`src/hw/rtl/ssbpd_pkg.sv`:
```
// Shared types, constants and lookup tables for the seven-segment blink plane driver.
// No dependencies; every other file of the block imports this package.
package ssbpd_pkg;

  localparam int REGISTER_COUNT = 9;
  localparam int RegIdxW        = $clog2(REGISTER_COUNT);
  localparam int QUEUE_DEPTH    = 2;
  localparam int QPtrW          = $clog2(QUEUE_DEPTH);
  localparam int QCntW          = $clog2(QUEUE_DEPTH + 1);

  localparam logic [5:0] GLYPH_COUNT = 6'd40;
  localparam logic [2:0] LAST_STEP   = 3'd6;

  // Input kinds; the numeric values match the mode field.
  typedef enum logic [2:0] {
    MODE_TICK  = 3'd0,
    MODE_SEG   = 3'd1,
    MODE_GLYPH = 3'd2,
    MODE_FILL  = 3'd3,
    MODE_REQ   = 3'd4
  } cmd_kind_t;

  // Display modes; bit n drives plane n.
  localparam logic [1:0] DMODE_OFF     = 2'd0;
  localparam logic [1:0] DMODE_BLINK_A = 2'd1;
  localparam logic [1:0] DMODE_BLINK_B = 2'd2;
  localparam logic [1:0] DMODE_ON      = 2'd3;

  // Configuration register indexes.
  localparam logic CFG_BLINK_FRAMES = 1'b0;
  localparam logic CFG_UPSIDE_DOWN  = 1'b1;

  typedef struct packed {
    cmd_kind_t  kind;
    logic [6:0] seg;
    logic [6:0] bits;
    logic [5:0] base;
    logic       flip;
    logic [1:0] dmode;
  } cmd_t;

  function automatic logic [6:0] glyph_bits(input logic [5:0] code);
    logic [6:0] g;
    case (code)
      6'd0:  g = 7'h77;  6'd1:  g = 7'h06;  6'd2:  g = 7'h6B;  6'd3:  g = 7'h4F;
      6'd4:  g = 7'h1E;  6'd5:  g = 7'h5D;  6'd6:  g = 7'h7D;  6'd7:  g = 7'h07;
      6'd8:  g = 7'h7F;  6'd9:  g = 7'h5F;  6'd10: g = 7'h3F;  6'd11: g = 7'h7C;
      6'd12: g = 7'h71;  6'd13: g = 7'h6E;  6'd14: g = 7'h79;  6'd15: g = 7'h39;
      6'd16: g = 7'h1B;  6'd17: g = 7'h2C;  6'd18: g = 7'h3B;  6'd19: g = 7'h3E;
      6'd20: g = 7'h30;  6'd21: g = 7'h40;  6'd22: g = 7'h08;  6'd23: g = 7'h01;
      6'd24: g = 7'h48;  6'd25: g = 7'h09;  6'd26: g = 7'h41;  6'd27: g = 7'h49;
      6'd28: g = 7'h28;  6'd29: g = 7'h2C;  6'd30: g = 7'h20;  6'd31: g = 7'h6C;
      6'd32: g = 7'h00;  6'd33: g = 7'h33;  6'd34: g = 7'h17;  6'd35: g = 7'h70;
      6'd36: g = 7'h68;  6'd37: g = 7'h76;  6'd38: g = 7'h78;  6'd39: g = 7'h5E;
      default: g = 7'h00;
    endcase
    return g;
  endfunction

  function automatic logic [5:0] field_base(input logic [1:0] pos);
    logic [5:0] b;
    case (pos)
      2'd0:    b = 6'd40;
      2'd1:    b = 6'd36;
      2'd2:    b = 6'd31;
      default: b = 6'd27;
    endcase
    return b;
  endfunction

  function automatic logic [4:0] seg_offset(input logic [2:0] idx);
    logic [4:0] o;
    case (idx)
      3'd0:    o = 5'd2;
      3'd1:    o = 5'd3;
      3'd2:    o = 5'd27;
      3'd3:    o = 5'd1;
      3'd4:    o = 5'd0;
      3'd5:    o = 5'd24;
      3'd6:    o = 5'd25;
      default: o = 5'd0;
    endcase
    return o;
  endfunction

endpackage

```
`src/hw/rtl/seven_segment_blink_plane_driver.sv`:
```
// Top level of the seven-segment blink plane driver: configuration registers
// and the front end, queue and back end. Depends on ssbpd_pkg and its submodules.
//
//   channel  direction  transfer                 payload
//   s_axis   in         tvalid & tready          tuser: mode; tdata: item fields
//   m_axis   out        tvalid & tready          tuser: write_valid; tdata; tlast
//   cfg      in         cfg_we high              cfg_index, cfg_data
//
// A set segment, fill or update request is handled at dispatch; a character is dispatched
// and then written one segment per cycle by the glyph sequencer; a tick emits 1 or 9
// beats, one per cycle through the single output register while the output does not stall.
// The front end registers each item; the two-entry queue lets the front
// keep accepting while the back end is busy or the output stalls.
// Reset (synchronous) clears both planes, counters, flags and all valid bits.
module seven_segment_blink_plane_driver import ssbpd_pkg::*; (
  input  logic        clk,
  input  logic        rst,
  input  logic        s_axis_tvalid,
  output logic        s_axis_tready,
  input  logic [23:0] s_axis_tdata,   // seg_index[6:0], char_code[12:7], position[14:13],
                                      // display_mode[16:15], zero fill[23:17]
  input  logic [2:0]  s_axis_tuser,   // mode[2:0]
  output logic        m_axis_tvalid,
  input  logic        m_axis_tready,
  output logic [15:0] m_axis_tdata,   // reg_index[3:0], reg_data[11:4], frames_needed[12],
                                      // zero fill[15:13]
  output logic        m_axis_tuser,   // write_valid
  output logic        m_axis_tlast,
  input  logic        cfg_we,
  input  logic        cfg_index,
  input  logic [7:0]  cfg_data
);

  logic [7:0] blink_frames;
  logic       upside_down;
  logic       f_valid;
  logic       f_ready;
  cmd_t       f_cmd;
  logic       q_valid;
  logic       q_pop;
  cmd_t       q_cmd;
  logic [3:0] reg_index;
  logic [7:0] reg_data;
  logic       frames_needed;

  always_ff @(posedge clk) begin
    if (rst) begin
      blink_frames <= 8'd12;
      upside_down  <= 1'b0;
    end else if (cfg_we) begin
      case (cfg_index)
        CFG_BLINK_FRAMES: blink_frames <= cfg_data;
        CFG_UPSIDE_DOWN:  upside_down  <= cfg_data[0];
        default: ;
      endcase
    end
  end

  ssbpd_front u_front (
    .clk          (clk),
    .rst          (rst),
    .in_valid     (s_axis_tvalid),
    .in_ready     (s_axis_tready),
    .mode         (s_axis_tuser),
    .seg_index    (s_axis_tdata[6:0]),
    .char_code    (s_axis_tdata[12:7]),
    .position     (s_axis_tdata[14:13]),
    .display_mode (s_axis_tdata[16:15]),
    .upside_down  (upside_down),
    .cmd_valid    (f_valid),
    .cmd_ready    (f_ready),
    .cmd          (f_cmd)
  );

  ssbpd_queue u_queue (
    .clk      (clk),
    .rst      (rst),
    .wr_valid (f_valid),
    .wr_ready (f_ready),
    .wr_cmd   (f_cmd),
    .rd_valid (q_valid),
    .rd_pop   (q_pop),
    .rd_cmd   (q_cmd)
  );

  ssbpd_back u_back (
    .clk           (clk),
    .rst           (rst),
    .q_valid       (q_valid),
    .q_pop         (q_pop),
    .q_cmd         (q_cmd),
    .blink_frames  (blink_frames),
    .out_valid     (m_axis_tvalid),
    .out_ready     (m_axis_tready),
    .write_valid   (m_axis_tuser),
    .reg_index     (reg_index),
    .reg_data      (reg_data),
    .frames_needed (frames_needed),
    .last          (m_axis_tlast)
  );

  assign m_axis_tdata = {3'b000, frames_needed, reg_data, reg_index};

endmodule

```
`src/hw/rtl/ssbpd_front.sv`:
```
// Front end: accepts input beats, drops ignored items and decodes glyph writes.
// Depends on ssbpd_pkg; feeds ssbpd_queue.
module ssbpd_front import ssbpd_pkg::*; (
  input  logic       clk,
  input  logic       rst,
  input  logic       in_valid,
  output logic       in_ready,
  input  logic [2:0] mode,
  input  logic [6:0] seg_index,
  input  logic [5:0] char_code,
  input  logic [1:0] position,
  input  logic [1:0] display_mode,
  input  logic       upside_down,
  output logic       cmd_valid,
  input  logic       cmd_ready,
  output cmd_t       cmd
);

  logic   keep;
  logic   accept;
  logic   push;
  logic [1:0] pos_eff;
  cmd_t   decoded;

  assign push     = cmd_valid && cmd_ready;
  assign in_ready = !cmd_valid || cmd_ready;
  assign accept   = in_valid && in_ready;

  // Unused modes and glyph codes beyond the table never reach the back end.
  assign keep = (mode <= MODE_REQ) && !((mode == MODE_GLYPH) && (char_code >= GLYPH_COUNT));

  // Mirroring a 2-bit position p to 3-p is a bitwise inversion.
  assign pos_eff = upside_down ? ~position : position;

  always_comb begin
    decoded.kind  = cmd_kind_t'(mode);
    decoded.seg   = seg_index;
    decoded.bits  = glyph_bits(char_code);
    decoded.base  = field_base(pos_eff);
    decoded.flip  = upside_down;
    decoded.dmode = display_mode;
  end

  always_ff @(posedge clk) begin
    if (rst) begin
      cmd_valid <= 1'b0;
    end else begin
      if (accept) cmd_valid <= keep;
      else if (push) cmd_valid <= 1'b0;
    end
    if (accept) cmd <= decoded;
  end

endmodule

```
`src/hw/rtl/ssbpd_queue.sv`:
```
// Short command queue between the front and back ends.
// Depends on ssbpd_pkg for the command type and depth.
module ssbpd_queue import ssbpd_pkg::*; (
  input  logic clk,
  input  logic rst,
  input  logic wr_valid,
  output logic wr_ready,
  input  cmd_t wr_cmd,
  output logic rd_valid,
  input  logic rd_pop,
  output cmd_t rd_cmd
);

  cmd_t             slots [QUEUE_DEPTH];
  logic [QPtrW-1:0] wr_ptr;
  logic [QPtrW-1:0] rd_ptr;
  logic [QCntW-1:0] count;
  logic             do_wr;
  logic             do_rd;

  assign wr_ready = count != QCntW'(QUEUE_DEPTH);
  assign rd_valid = count != '0;
  assign rd_cmd   = slots[rd_ptr];
  assign do_wr    = wr_valid && wr_ready;
  assign do_rd    = rd_pop && rd_valid;

  always_ff @(posedge clk) begin
    if (rst) begin
      wr_ptr <= '0;
      rd_ptr <= '0;
      count  <= '0;
    end else begin
      if (do_wr) wr_ptr <= (wr_ptr == QPtrW'(QUEUE_DEPTH - 1)) ? '0 : wr_ptr + 1'b1;
      if (do_rd) rd_ptr <= (rd_ptr == QPtrW'(QUEUE_DEPTH - 1)) ? '0 : rd_ptr + 1'b1;
      if (do_wr && !do_rd) count <= count + 1'b1;
      else if (do_rd && !do_wr) count <= count - 1'b1;
    end
    if (do_wr) slots[wr_ptr] <= wr_cmd;
  end

endmodule

```
`src/hw/rtl/ssbpd_back.sv`:
```
// Back end: owns both bitplanes, steps glyphs one segment per cycle, runs the
// frame counter and emits display register beats. Depends on ssbpd_pkg.
module ssbpd_back import ssbpd_pkg::*; (
  input  logic       clk,
  input  logic       rst,
  input  logic       q_valid,
  output logic       q_pop,
  input  cmd_t       q_cmd,
  input  logic [7:0] blink_frames,
  output logic       out_valid,
  input  logic       out_ready,
  output logic       write_valid,
  output logic [3:0] reg_index,
  output logic [7:0] reg_data,
  output logic       frames_needed,
  output logic       last
);

  typedef enum logic [1:0] {
    ST_IDLE,
    ST_GLYPH,
    ST_EMIT
  } state_t;

  state_t             state;
  logic [7:0]         plane_zero [REGISTER_COUNT];
  logic [7:0]         plane_one  [REGISTER_COUNT];
  logic [7:0]         p0_wr      [REGISTER_COUNT];
  logic [7:0]         p1_wr      [REGISTER_COUNT];
  logic               two_planes_used;
  logic               tpu_wr;
  logic [7:0]         frame_count;
  logic               shown_plane;
  logic               update_pending;
  cmd_t               cur;
  logic [2:0]         step;
  logic [RegIdxW-1:0] idx;
  logic               emit_all;

  logic [6:0] seg_sel;
  logic [1:0] dm_sel;
  logic [3:0] seg_reg;
  logic [7:0] seg_bit;
  logic       seg_req;
  logic       seg_we;
  logic [2:0] off_idx;
  logic [6:0] glyph_seg;
  logic       differ;
  logic [7:0] fc_inc;
  logic       swap;
  logic       out_load;
  logic       idx_last;
  logic [7:0] fill_byte;

  assign q_pop = (state == ST_IDLE) && q_valid;

  // Glyph segment for the current step; an inverted display walks the offsets backward.
  assign off_idx   = cur.flip ? (LAST_STEP - step) : step;
  assign glyph_seg = 7'(cur.base) + 7'(seg_offset(off_idx));

  always_comb begin
    seg_req = 1'b0;
    seg_sel = q_cmd.seg;
    dm_sel  = q_cmd.dmode;
    if (state == ST_GLYPH) begin
      seg_req = 1'b1;
      seg_sel = glyph_seg;
      dm_sel  = cur.bits[step] ? cur.dmode : DMODE_OFF;
    end else if (q_pop && (q_cmd.kind == MODE_SEG)) begin
      seg_req = 1'b1;
    end
  end

  assign seg_reg = seg_sel[6:3];
  assign seg_bit = 8'(1) << seg_sel[2:0];
  assign seg_we  = seg_req && (seg_reg < 4'(REGISTER_COUNT));

  always_comb begin
    differ = 1'b0;
    for (int j = 0; j < REGISTER_COUNT; j++) begin
      p0_wr[j] = plane_zero[j];
      p1_wr[j] = plane_one[j];
      if (seg_reg == 4'(j)) begin
        p0_wr[j] = dm_sel[0] ? (plane_zero[j] | seg_bit) : (plane_zero[j] & ~seg_bit);
        p1_wr[j] = dm_sel[1] ? (plane_one[j] | seg_bit) : (plane_one[j] & ~seg_bit);
      end
      differ = differ | (p0_wr[j] != p1_wr[j]);
    end
  end

  // Blink modes always mark both planes in use; steady modes only clear the
  // mark once the planes agree again.
  always_comb begin
    if (dm_sel == DMODE_BLINK_A || dm_sel == DMODE_BLINK_B) tpu_wr = 1'b1;
    else if (!two_planes_used) tpu_wr = 1'b0;
    else tpu_wr = differ;
  end

  assign fc_inc    = frame_count + 8'd1;
  assign swap      = fc_inc > blink_frames;
  assign out_load  = (state == ST_EMIT) && (!out_valid || out_ready);
  assign idx_last  = idx == RegIdxW'(REGISTER_COUNT - 1);
  assign fill_byte = (q_cmd.dmode == DMODE_ON) ? 8'hFF : 8'h00;

  always_ff @(posedge clk) begin
    if (rst) begin
      state           <= ST_IDLE;
      two_planes_used <= 1'b0;
      frame_count     <= '0;
      shown_plane     <= 1'b0;
      update_pending  <= 1'b0;
      out_valid       <= 1'b0;
      step            <= '0;
      idx             <= '0;
      emit_all        <= 1'b0;
      for (int j = 0; j < REGISTER_COUNT; j++) begin
        plane_zero[j] <= '0;
        plane_one[j]  <= '0;
      end
    end else begin
      if (out_load) out_valid <= 1'b1;
      else if (out_ready) out_valid <= 1'b0;

      if (seg_we) begin
        for (int j = 0; j < REGISTER_COUNT; j++) begin
          plane_zero[j] <= p0_wr[j];
          plane_one[j]  <= p1_wr[j];
        end
        two_planes_used <= tpu_wr;
      end

      case (state)
        ST_IDLE: begin
          if (q_valid) begin
            case (q_cmd.kind)
              MODE_GLYPH: begin
                step  <= '0;
                state <= ST_GLYPH;
              end
              MODE_FILL: begin
                for (int j = 0; j < REGISTER_COUNT; j++) begin
                  plane_zero[j] <= fill_byte;
                  plane_one[j]  <= fill_byte;
                end
                two_planes_used <= 1'b0;
                update_pending  <= 1'b1;
              end
              MODE_REQ: update_pending <= 1'b1;
              MODE_TICK: begin
                frame_count    <= swap ? 8'd0 : fc_inc;
                shown_plane    <= shown_plane ^ swap;
                emit_all       <= update_pending | swap;
                update_pending <= 1'b0;
                idx            <= '0;
                state          <= ST_EMIT;
              end
              default: ;
            endcase
          end
        end
        ST_GLYPH: begin
          step <= step + 3'd1;
          if (step == LAST_STEP) state <= ST_IDLE;
        end
        ST_EMIT: begin
          if (out_load) begin
            write_valid   <= emit_all;
            reg_index     <= emit_all ? 4'(idx) : 4'd0;
            reg_data      <= emit_all ? (shown_plane ? plane_one[idx] : plane_zero[idx]) : 8'd0;
            frames_needed <= two_planes_used;
            last          <= !emit_all || idx_last;
            if (!emit_all || idx_last) state <= ST_IDLE;
            else idx <= idx + 1'b1;
          end
        end
        default: state <= ST_IDLE;
      endcase
    end
  end

  // Latch the glyph command on dispatch.
  always_ff @(posedge clk) begin
    if (q_pop && (q_cmd.kind == MODE_GLYPH)) cur <= q_cmd;
  end

endmodule

```
`config.mk`:
```
export PLATFORM = sky130hd
export DESIGN_NAME = seven_segment_blink_plane_driver
export DESIGN_NICKNAME = d
export VERILOG_FILES = /design/src/hw/rtl/ssbpd_pkg.sv /design/src/hw/rtl/seven_segment_blink_plane_driver.sv /design/src/hw/rtl/ssbpd_front.sv /design/src/hw/rtl/ssbpd_queue.sv /design/src/hw/rtl/ssbpd_back.sv
export SDC_FILE = /design/constraint.sdc
export NUM_CORES = 1
export LEC_CHECK = 0
export ABC_AREA = 1
export BUFFER_PORTS_ARGS = -buffer_cell sky130_fd_sc_hd__buf_2
export CELL_PAD_IN_SITES_DETAIL_PLACEMENT = 1
export CELL_PAD_IN_SITES_GLOBAL_PLACEMENT = 2
export CORE_MARGIN = 5
export CORE_UTILIZATION = 38
export CTS_CLUSTER_DIAMETER = 40
export DETAILED_ROUTE_END_ITERATION = 8
export GPL_ROUTABILITY_DRIVEN = 1
export HOLD_SLACK_MARGIN = 0.02
export PLACE_DENSITY_LB_ADDON = 0.05
export SETUP_SLACK_MARGIN = 0.05
export SLEW_MARGIN = 20
export SYNTH_ARGS = -nofsm -noshare
export SYNTH_HDL_FRONTEND = slang
export SYNTH_HIERARCHICAL = 1
export SYNTH_SLANG_ARGS = --single-unit
```
`constraint.sdc`:
```
create_clock -name clk -period 7.26 [get_ports clk]
set_clock_uncertainty 0.1 [all_clocks]
set_input_delay 0.726 -clock clk [delete_from_list [all_inputs] [get_ports clk]]
set_output_delay 0.726 -clock clk [all_outputs]
set_load 0.005 [all_outputs]
```
=== After elaboration in Yosys (flattened, before gate mapping) ===
Memories as Yosys holds them, arrays and structs flattened. A register that Yosys moved wholly into a read port is not among the register bits.
Index checks and enable logic that the tools add are counted.

* Memories: 4
* Bits in latches: 0
* RAM bits: 196
* Memory bits (read-only): 448
* Register bits: 86
* Output and inout port bits: 20

* Div/mod/pow operators: 0
* Reductions and logical operators: 43
* Equality and inequality tests: 45
* $add $sub $neg: 9
* Shift-type cells: 1
* Multipliers: 0
* Bitwise logic cells: 86
* Muxes and demuxes: 133
* $lt $le $gt $ge: 5

{| class="wikitable"
|+ Memories
! name !! depth !! bits a word !! read ports !! clocked after memory_dff !! write ports !! line !! RTL
|-
| (no name shown) || 64 || 7 || 1 || 1 || 0 || ssbpd_pkg.sv:44 || <nowiki>case (code)</nowiki>
|-
| u_back.plane_one || 9 || 8 || 10 || 1 || 9 || ssbpd_back.sv:27 || <nowiki>logic [7:0] plane_one [REGISTER_COUNT];</nowiki>
|-
| u_back.plane_zero || 9 || 8 || 10 || 1 || 9 || ssbpd_back.sv:26 || <nowiki>logic [7:0] plane_zero [REGISTER_COUNT];</nowiki>
|-
| u_queue.slots || 2 || 26 || 1 || 1 || 1 || ssbpd_queue.sv:14 || <nowiki>cmd_t slots [QUEUE_DEPTH];</nowiki>
|}

{| class="wikitable"
|+ Operators with widths
! kind !! number
|-
| 2-to-1 mux 8 bit || 75
|-
| AND 8 bit || 18
|-
| OR 8 bit || 18
|-
| != test 8 bit || 9
|-
| OR 1 bit || 45
|-
| 2-to-1 mux 4 bit || 8
|-
| one-hot mux 5 bit (6 select lines) || 1
|-
| 2-to-1 mux 1 bit || 29
|-
| 2-to-1 mux 2 bit || 9
|-
| one-hot mux 6 bit (3 select lines) || 1
|-
| == test 4 x 3 -> 1 bit (second input constant) || 4
|-
| == test 3 x 2 -> 1 bit (second input constant) || 5
|-
| nonzero test 2 bit || 7
|-
| == test 3 bit (second input constant) || 4
|-
| logical AND 1 bit || 12
|-
| != test 2 bit (second input constant) || 6
|-
| AND reduction 3 bit || 4
|-
| AND reduction 5 bit || 2
|-
| 2-to-1 mux 3 bit || 3
|-
| adder 8 x 1 -> 8 bit (second input constant) || 1
|-
| == test 2 bit (second input constant) || 4
|-
| == test 4 x 2 -> 1 bit (second input constant) || 2
|-
| == test 4 bit (second input constant) || 2
|-
| > comparator 8 bit || 1
|-
| 35 further kinds || 52
|}

=== Depth between registers and ports, before layout ===
Gate-level depths: netlist (run 1).

* Word-level depth: 26
* Depth in mapped cells: 33
* Depth with buffers taken out: 32

=== Modules after synthesis ===
Netlist (run 1), hierarchy kept.

{| class="wikitable"
|+ Modules (own cells, without submodules)
! module !! cells an instance !! instances !! area an instance (um^2)
|-
| ssbpd_back || 2,018 || 1 || 14,081.0
|-
| ssbpd_queue || 118 || 1 || 2,219.6
|-
| ssbpd_front || 159 || 1 || 1,428.9
|-
| seven_segment_blink_plane_driver || 60 || 1 || 407.9
|}

=== Least setup slack after synthesis (run 1) ===
Ideal clock, no wire load.

* Kind: register to register
* Start: register u_back.step[1]
* End: memory u_back.plane_one[0][0], enable pin
* Stages on the path, launching flop included: 22
* Slack: 1.003 ns
* Buffers on the path: 0
* Arrival: 5.647 ns
* Setup time: 0.510 ns
* Path through: dfxtp_1 > inv_1 > ha_1 > inv_1 > nand2_1 > o211ai_1 > o21ai_0 > ha_1 > inv_1 > fa_1 > inv_1 > nand3_1 > nand2_1 > nand2_1 > nand2_1 > nand2_1 > nand2_1 > nand2_1 > o21ai_0 > and2_1 > inv_1 > nand2_1

{| class="wikitable"
|+ RTL lines
! item !! line !! RTL
|-
| from (decl) || ssbpd_back.sv:36 || <nowiki>logic [2:0] step;</nowiki>
|-
| from (signal assigned) || ssbpd_back.sv:162 || <nowiki>step <= step + 3'd1;</nowiki>
|-
| to (decl) || ssbpd_back.sv:27 ||
|}

=== Final worst setup path (run 1) ===
* Start: register u_back.step[1]
* End: register u_back.two_planes_used

* Word-level cells in the longest chain between the ends: 26
* Elaborated cells between the ends (all ways): 126
* Classes of those cells: add/sub (2); order compare (1); eq/ne (24); shift (1); mux (49); bitwise (45); reduce/logical (4)

{| class="wikitable"
|+ RTL lines
! item !! line !! RTL
|-
| subtractor 3 bit || ssbpd_back.sv:58 || <nowiki>assign off_idx = cur.flip ? (LAST_STEP - step) : step;</nowiki>
|-
| 2-to-1 mux 3 bit || ssbpd_back.sv:58 ||
|-
| == test 3 bit (tied with other cells) || ssbpd_pkg.sv:73 || <nowiki>case (idx)</nowiki>
|-
| one-hot mux 5 bit (6 select lines) || ssbpd_pkg.sv:73 ||
|-
| adder 6 x 5 -> 7 bit || ssbpd_back.sv:59 || <nowiki>assign glyph_seg = 7'(cur.base) + 7'(seg_offset(off_idx));</nowiki>
|-
| 2-to-1 mux 7 bit || ssbpd_back.sv:65 || <nowiki>if (state == ST_GLYPH) begin</nowiki>
|-
| left shift 1 x 3 -> 8 bit || ssbpd_back.sv:75 || <nowiki>assign seg_bit = 8'(1) << seg_sel[2:0];</nowiki>
|-
| inverter 8 bit || ssbpd_back.sv:84, ssbpd_back.sv:85 ||
|-
| [... 3 more ...] || -- ||
|-
| != test 8 bit || ssbpd_back.sv:87 || <nowiki>differ = differ | (p0_wr[j] != p1_wr[j]);</nowiki>
|-
| OR 1 bit (8 in a row) || ssbpd_back.sv:87 ||
|-
| 2-to-1 mux 1 bit || ssbpd_back.sv:95 || <nowiki>else if (!two_planes_used) tpu_wr = 1'b0;</nowiki>
|-
| 2-to-1 mux 1 bit || ssbpd_back.sv:94 || <nowiki>if (dm_sel == DMODE_BLINK_A || dm_sel == DMODE_BLINK_B) tpu_wr = 1'b1;</nowiki>
|-
| 2-to-1 mux 1 bit * || ssbpd_back.sv:124 || <nowiki>if (seg_we) begin</nowiki>
|-
| 2-to-1 mux 1 bit || ssbpd_back.sv:135 || <nowiki>case (q_cmd.kind)</nowiki>
|-
| 2-to-1 mux 1 bit || ssbpd_back.sv:134 || <nowiki>if (q_valid) begin</nowiki>
|-
| 2-to-1 mux 1 bit * || ssbpd_back.sv:132 || <nowiki>case (state)</nowiki>
|-
| to (signal assigned) || ssbpd_back.sv:129 || <nowiki>two_planes_used <= tpu_wr;</nowiki>
|-
| to (decl) || ssbpd_back.sv:30 || <nowiki>logic two_planes_used;</nowiki>
|}

Mark *: on every way between the ends. The rest lies on a longest branch, timed or not. The select of a mux whose other input is x is not followed.
A chain may end at the register's enable or synchronous reset.

==> results of run 1 <==
registers in the layout (all words and copies together), names as in the netlist, 2 cells and up, named ones only:
register	flops
u_back/cur	16
u_back/plane_one	72
u_queue/count	2
u_back/frame_count	8
u_back/reg_index	4
u_back/state	2
u_back/reg_data	8
u_front/cmd	24
u_back/plane_zero	72
blink_frames	8
u_back/step	3
u_queue/slots	52
u_back/idx	4
area by class of cell:
| type | count | area (µm²) | share of cell area, % |
|---|---|---|---|
| Tap cell | 615 | 769 | 3.63 |
| Multi-Input combinational cell | 1681 | 8200 | 38.7 |
| Inverter | 280 | 1080 | 5.11 |
| Timing Repair Buffer | 75 | 463 | 2.19 |
| Clock inverter | 42 | 447 | 2.11 |
| Clock buffer | 79 | 1850 | 8.73 |
| Sequential cell | 292 | 8360 | 39.5 |
worst paths after layout:
| check | start | to | slack [ps] | cells past startpoint |
|---|---|---|---|---|
| setup / recovery | u_back/step[1]$_SDFFE_PP0P_ | u_back/two_planes_used$_SDFF_PP0_ | 1720 | 30 |
| setup reg to reg | u_back/step[1]$_SDFFE_PP0P_ | u_back/two_planes_used$_SDFF_PP0_ | 1720 | 30 |
| hold / removal | s_axis_tdata[5] | u_front/cmd[21]$_DFFE_PP_ | 210 | 1 |
| hold reg to reg | u_back/two_planes_used$_SDFF_PP0_ | u_back/frames_needed$_DFFE_PP_ | 320 | 0 |
Yosys cell counts, types with 5 or more instances:
cell,n,share of area (%)
nand2_2,10,0.34
nand3_2,10,0.55
nand2_1,769,16
nor2_1,102,2.1
xor2_1,9,0.43
buf_6,5,0.31
nor3_1,7,0.19
mux2_2,6,0.37
o22ai_1,7,0.24
xnor2_1,9,0.43
buf_2,17,0.47
buf_4,16,0.66
clkbuf_1,61,1.3
edfxtp_1,251,42
nand4_1,5,0.17
a31oi_1,7,0.24
o21ai_1,24,0.66
or2_1,5,0.17
nor2_4,7,0.43
ha_1,26,1.8
o21ai_0,320,8.8
inv_1,254,5.3
dfxtp_1,41,4.5
a21oi_1,86,2.4
o211ai_1,14,0.58
inv_2,21,0.43
nand3_1,184,5.1
mux2_4,20,1.7
nor2_2,14,0.48
cell families after synthesis:
group / after synthesis / share of synthesized area [%]
AO/OA/AOI/OAI: 480 / 13.9
XOR/XNOR: 18 / 0.869
adder cells (fa/ha/maj): 27 / 1.90
buffers and inverters: 384 / 8.95
flip-flops: 292 / 46.1
multiplexers: 26 / 2.03
other: 1 / 0.0207
AND/OR/NAND/NOR: 1127 / 26.2
layout by cell type (no fill, tap or decap), types with 10 or more instances in the layout:
cell	instances
ha_1	26
o211ai_1	14
edfxtp_1	251
inv_2	20
a21oi_1	86
nand2_1	768
buf_2	50
o21ai_0	320
inv_1	254
nor2_1	100
nor2_2	14
mux2_4	20
clkinv_1	12
clkbuf_16	73
dfxtp_1	39
nand3_2	10
buf_4	23
nand3_1	184
nand2_2	10
o21ai_1	24
worst max-delay path, delay by kind of cell, from the launching register on:
kind                       cells  cell delay, ps
xor gates and xnor gates       1             140
DFF                            1             370
adders and majority gates      3             900
AOI/OAI and AO/OA              2             430
buffers and inverters          5             420
and+or+nand+nor               19            3030
power breakdown:
group	switching [µW]	internal [µW]
sequential	83.1	1990
clock	1020	2070
combinational	995	384
total	2100	4450
routing by layer:
layer / global-route usage (%) / up-vias
met1: 32.5 / 8151
li1: - / 7940
met2: 42.9 / 434
met5: 0 / -
met4: 9.53 / 2
met3: 4.15 / 106
per-stage QoR:
stage / hold slack (ps) / setup slack, ps / cell area [µm²] / utilization (%)
final: 208 / 1720 / 21200 / 44.6
after global routing: 188 / 1230 / 21200 / 44.6
after CTS: 166 / 1410 / 21200 / 44.6
after detailed placement: 316 / 1480 / 18900 / 39.8
after global placement: 319 / 1680 / 18900 / 39.7
after floorplan: 301 / 1000 / 18100 / -
==> out/results.tsv, run 1 <==
stage	metric	value	unit
floorplan	Core Region	0.0474	mm²
routing	# DRC	0	
sta	Final period util	76.4	%
flow_run	Max-Cap Viols	0	
global_routing	total track usage	25.2	%
sta	RSZ-0062 raised after global routing	false	
routing	Routed WL	67000	µm
clocking	cts hold-fix bufs	0	
critical_path	crit-path max cell delay	690	ps
yosys	async set-reset flop share out of synthesis	0	%
hold_path	Hold WC Path Type	in2reg	
final_layout	n_diodes	0	
final_layout	fill count	5763	
global_routing	largest net degree at the start of global routing	85	
routing	Vias/cell	5.43	
global_routing	vias in the first global route	17300	
pwr	worst vdd ir	0.225	mV
sta	Worst slew margin	30.5	%
global_routing	GR Overflow Total	0	
placement	DP HPWL	44200	µm
routing	DR WL/cell	21.9	µm
routing	Iter 0 DRT Violations	1087	
clocking	cts bufs inserted	66	
critical_path	CP most frequent cell	nand2_1	
critical_path	slowest CP cell	nand2_1	
floorplan	Die X-Extent	228	µm
routing	Final ANT Viol Nets	0	
yosys	Syn Area/Cell	7.70	µm²
floorplan	Rows	80	
yosys	mapped cell area	0.0181	mm²
routing	drt first pass iters	8	
floorplan	die area	0.0522	mm²
clocking	worst-case clock buffer depth	3	
routing	metal3 WL	3780	µm
yosys	Post-synth EDFFs	251	
clocking	Clock Root Buffer	clkbuf_16	
sta	Max Fclk	180	MHz
yosys	Netlist cell types	58	
pwr	leakage power	0.00946	µW
floorplan	die height	228	µm
critical_path	CP Data Required Time	7640	ps
sta	setup TNS	0	ps
yosys	ys flop type	edfxtp_1	
final_layout	final net count	2464	
clocking	total setup buffers inserted after CTS	0	
final_layout	area grow syn2layout	16.7	%
placement	Final Wtd Congestion	0.843	
routing	WL met2	31900	µm
yosys	#FFs+latches synth	292	
final_layout	Layout Cells excl Fill	3064	
clocking	clk slew on worst S/H paths	60	ps
routing	Vias	16600	
floorplan	Initial Utilization	38.2	%
routing	WL met1	29100	µm
clocking	CTS tree	yes	
sta	min cycle time layout	5540	ps
placement	Placed Cells	2943	
sta	final count of pins violating max slew	0	
routing	top layer in use	met5	
yosys	Yosys warning count	6	
critical_path	maximum fanout along the worst path	23	
yosys	synthesized instance count	2355	
final_layout	layout cells sized above 1	11.8	%
global_routing	initial antenna violation count	1	
clocking	# clock sinks	292	
outcome	status	complete, no violations	
critical_path	kind of critical path	reg2reg	
yosys	post-synthesis sequential area ratio	46.1	%
pwr	power after layout	6550	µW
pwr	Pwr per Cell Area	309	mW/mm²
critical_path	WP data arrival	5920	ps
global_routing	first-pass GRT wire length	102000	µm
sta	final hold violations	0	
sta	Slew @ Worst Pin	1040	ps
clocking	clk_lat worst skew	590	ps
sta	setup violators final	0	
placement	I/O Buffers	50	
clocking	PostCTS Resize Cnt	0	
critical_path	CP startpoint kind	flop	
clocking	H-tree Lvls	3	
critical_path	nature of the critical path endpoint	flop	
floorplan	IO Pins	61	
Power figures use the tool's default switching activity.
==> inputs of run 2 (changes only) <==
--- a/config.mk
+++ b/config.mk
@@ -5,12 +5,12 @@
 export SDC_FILE = /design/constraint.sdc
 export NUM_CORES = 1
 export LEC_CHECK = 0
-export ABC_AREA = 1
+export ABC_AREA = 0
 export BUFFER_PORTS_ARGS = -buffer_cell sky130_fd_sc_hd__buf_2
 export CELL_PAD_IN_SITES_DETAIL_PLACEMENT = 1
 export CELL_PAD_IN_SITES_GLOBAL_PLACEMENT = 2
 export CORE_MARGIN = 5
-export CORE_UTILIZATION = 38
+export CORE_UTILIZATION = 43
 export CTS_CLUSTER_DIAMETER = 40
 export DETAILED_ROUTE_END_ITERATION = 8
 export GPL_ROUTABILITY_DRIVEN = 1
==> constraint.sdc (replaced) <==
create_clock -name clk -period 5.3 [get_ports clk]
set_clock_uncertainty 0.1 [all_clocks]
set_input_delay 0.53 -clock clk [delete_from_list [all_inputs] [get_ports clk]]
set_output_delay 0.53 -clock clk [all_outputs]
set_load 0.005 [all_outputs]
==> out/results.tsv, run 2 <==
stage	metric	value	unit	change
sta	setup violators final	0		unchanged
floorplan	IO Pins	61		unchanged
floorplan	die height	211	µm	-7.7%
hold_path	hold depth	3		+2
critical_path	CP startpoint kind	flop		
yosys	top post-synthesis cells by area	edfxtp_1, mux2i_1, o21ai_0		
final_layout	area of the multi-input gates	0.00845	mm²	+3.1%
critical_path	CP most frequent cell	ha_1		
sta	Worst slew margin	32.3	%	+1.8 points
sta	Slew @ Worst Pin	1010	ps	-31.3 ps
global_routing	first-pass GRT wire length	84300	µm	-17%
floorplan	Core Region	0.0398	mm²	-16%
clocking	H-tree Lvls	2		-1
pwr	worst vdd ir	0.262	mV	+17%
critical_path	FF-to-FF End	u_back/two_planes_used$_SDFF_PP0_		
pwr	Pwr per Cell Area	383	mW/mm²	+24%
routing	metal3 WL	2100	µm	-44%
yosys	Netlist cell types	101		+74%
critical_path	CP top delay family	simple AND/OR/NAND/NOR gates		
hold_path	Hold WC Path Type	in2reg		
yosys	post-synthesis sequential area ratio	48.1	%	+2.1 points
yosys	Post-synth EDFFs	251		unchanged
yosys	ys flop type	edfxtp_1		
routing	Iter 0 DRT Violations	794		-27%
sta	final count of pins violating max slew	0		unchanged
routing	WL met1	23700	µm	-18%
routing	# DRC	0		unchanged
flow_run	Max-Cap Viols	0		unchanged
routing	Vias/cell	5.99		+10%
floorplan	Rows	73		-8.8%
global_routing	GR Overflow Total	0		unchanged
global_routing	total track usage	24.4	%	-0.88 points
routing	Vias	13100		-21%
yosys	Yosys warning count	6		unchanged
sta	Final period util	94.8	%	+18 points
final_layout	most frequent cells in the layout	edfxtp_1, o21ai_0, mux2i_1, nor2_1, buf_4		
sta	setup TNS	0	ps	unchanged
routing	Routed WL	55100	µm	-18%
critical_path	R2R cell count	17		-43%
sta	RSZ-0062 raised after global routing	false		
critical_path	maximum fanout along the worst path	5		-78%
final_layout	fill count	4189		-27%
yosys	Yosys top cell by area	edfxtp_1		
sta	final hold violations	0		unchanged
critical_path	kind of critical path	reg2reg		
critical_path	WP data arrival	5390	ps	-530 ps
final_layout	Largest regs	u_back/plane_one x72, u_back/plane_zero x72, u_queue/slots x52		
routing	drt first pass iters	5		-3
yosys	#FFs+latches synth	292		unchanged
final_layout	n_diodes	0		unchanged
yosys	async set-reset flop share out of synthesis	0	%	unchanged
clocking	cts bufs inserted	51		-23%
floorplan	die area	0.0445	mm²	-15%
pwr	leakage power	0.00785	µW	-17%
critical_path	CP Data Required Time	5660	ps	-1980 ps
yosys	mapped cell area	0.0174	mm²	-4.3%
critical_path	slowest CP cell	a2111oi_4		
placement	I/O Buffers	50		unchanged
global_routing	vias in the first global route	13700		-21%
clocking	# clock sinks	292		unchanged
routing	DR WL/cell	25.1	µm	+15%
critical_path	nature of the critical path endpoint	flop		
critical_path	sequence of cells on the critical path	ha_1, nand2b_1, xnor2_1, mux2i_1, ha_1, inv_1, fa_1, nand4b_1, o211a_1, nor4_2, or2_1, nand2_1, a2111oi_4, o2111ai_2, a2111oi_2, nor4b_2, a21oi_1		
placement	Final Wtd Congestion	0.992		+18%
floorplan	Initial Utilization	43.6	%	+5.4 points
yosys	share of the synthesized area in the top cell type	43.4	%	+1.9 points
placement	Placed Cells	2075		-29%
sta	min cycle time layout	5020	ps	-520 ps
hold_path	hold worst-path end	blink_frames[3]$_SDFFE_PP1P_		
yosys	Syn Area/Cell	11.4	µm²	+48%
critical_path	CP bufs+invs	1		-4
hold_path	hold_sp	cfg_data[3]		
clocking	Clock Root Buffer	clkbuf_16		
clocking	clk_lat worst skew	590	ps	about the same
global_routing	initial antenna violation count	0		-1
placement	DP HPWL	39100	µm	-12%
outcome	status	complete, no violations		
pwr	power after layout	7860	µW	+20%
global_routing	largest net degree at the start of global routing	145		+71%
final_layout	final net count	1695		-31%
final_layout	Layout Cells excl Fill	2195		-28%
critical_path	R2R Setup Slk	280	ps	-1440 ps
critical_path	worst r2r src	u_back/step[1]$_SDFFE_PP0P_		
yosys	most frequent cell after synthesis	edfxtp_1		
sta	Max Fclk	199	MHz	+10%
final_layout	layout cells sized above 1	21.5	%	+9.7 points
final_layout	area grow syn2layout	18.2	%	
critical_path	crit-path max cell delay	480	ps	-210 ps
floorplan	Die X-Extent	211	µm	-7.7%
clocking	CTS tree	yes		
final_layout	Reg area	0.00836	mm²	about the same
final_layout	most common cell after layout, fill and taps aside	edfxtp_1		
yosys	synthesized instance count	1528		-35%
yosys	most frequent cells after synthesis	edfxtp_1, o21ai_0, mux2i_1, nor2_1, nand2_1		
clocking	clk slew on worst S/H paths	60	ps	about the same
routing	Final ANT Viol Nets	0		unchanged
routing	top layer in use	met4		
final_layout	fin util	51.5	%	+6.9 points
clocking	worst-case clock buffer depth	3		unchanged
routing	WL met2	26900	µm	-16%
==> run 2: area by class of cell <==
class                   count  area share [%]
clock buffers              53            6.36
inverters                  45           0.823
multi-input cells        1087            41.2
flip-flops and latches    292            40.7
clock inverters            43            2.45
well taps                 525            3.20
repair buffers            150            5.21
==> run 2: worst max path at each step <==
stage,slack [ps],start,depth (start not counted),end
global placement,140,u_back/step[1]$_SDFFE_PP0P_,18,u_back/two_planes_used$_SDFF_PP0_
detailed placement,70,u_back/step[1]$_SDFFE_PP0P_,18,u_back/two_planes_used$_SDFF_PP0_
finish,280,u_back/step[1]$_SDFFE_PP0P_,17,u_back/two_planes_used$_SDFF_PP0_
global route,40,u_back/step[1]$_SDFFE_PP0P_,19,u_back/two_planes_used$_SDFF_PP0_
CTS,160,u_back/step[1]$_SDFFE_PP0P_,18,u_back/two_planes_used$_SDFF_PP0_
floorplan,160,u_back/step[0]$_SDFFE_PP0P_,13,u_back/plane_one[0][0]$_DFFE_PP_
==> run 2: metal layers <==
| layer | vias to the layer above | track usage [%] |
|---|---|---|
| li1 | 6052 | - |
| met1 | 6713 | 31.5 |
| met2 | 266 | 41.3 |
| met3 | 107 | 3.42 |
| met4 | 0 | 10.4 |
| met5 | - | 0 |
==> run 2: worst register-to-register path: stages, from the launching register on <==
cell and delay [ps]:
dfxtp_1 350, ha_1 240, nand2b_1 160, xnor2_1 170, mux2i_1 180, ha_1 230, inv_1 70, fa_1 460
nand4b_1 230, o211a_1 260, nor4_2 390, or2_1 330, nand2_1 290, a2111oi_4 490, o2111ai_2 220, a2111oi_2 340
nor4b_2 290, a21oi_1 100
==> run 2: kinds of logic after synthesis <==
kind of cell	count (synthesis)	synth area share, %
fa+ha+maj	27	1.99
compound gates	380	13.8
buf+inv	151	4.09
other cells	1	0.0216
mux	238	16.6
flops	292	48.1
xor+xnor	65	3.28
simple gates	374	12.0
==> run 2: repair_timing <==
| action | in CTS | in global routing |
|---|---|---|
| cloned | 0 | 0 |
| resized for setup | 2 | 16 |
| hold buffers | 12 | 0 |
| pin swaps | 0 | 5 |
| setup endpoints to repair | 1 | 1 |
| endpoints found under the hold margin | 12 | 0 |
| setup buffers | 0 | 12 |
==> run 2: through the flow <==
step	instance area [µm²]	worst slack [ps]	hold slack, ps
6_report	20500	275	114
4_1_cts	20300	156	77.7
3_3_place_gp	18400	139	322
3_5_place_dp	18400	74.7	340
2_1_floorplan	17400	160	303
5_1_grt	20500	42.6	117
==> run 2: power breakdown <==
part	internal, µW	switching, µW
clock	2140	1260
sequential	2740	191
combinational	562	969
total	5440	2420
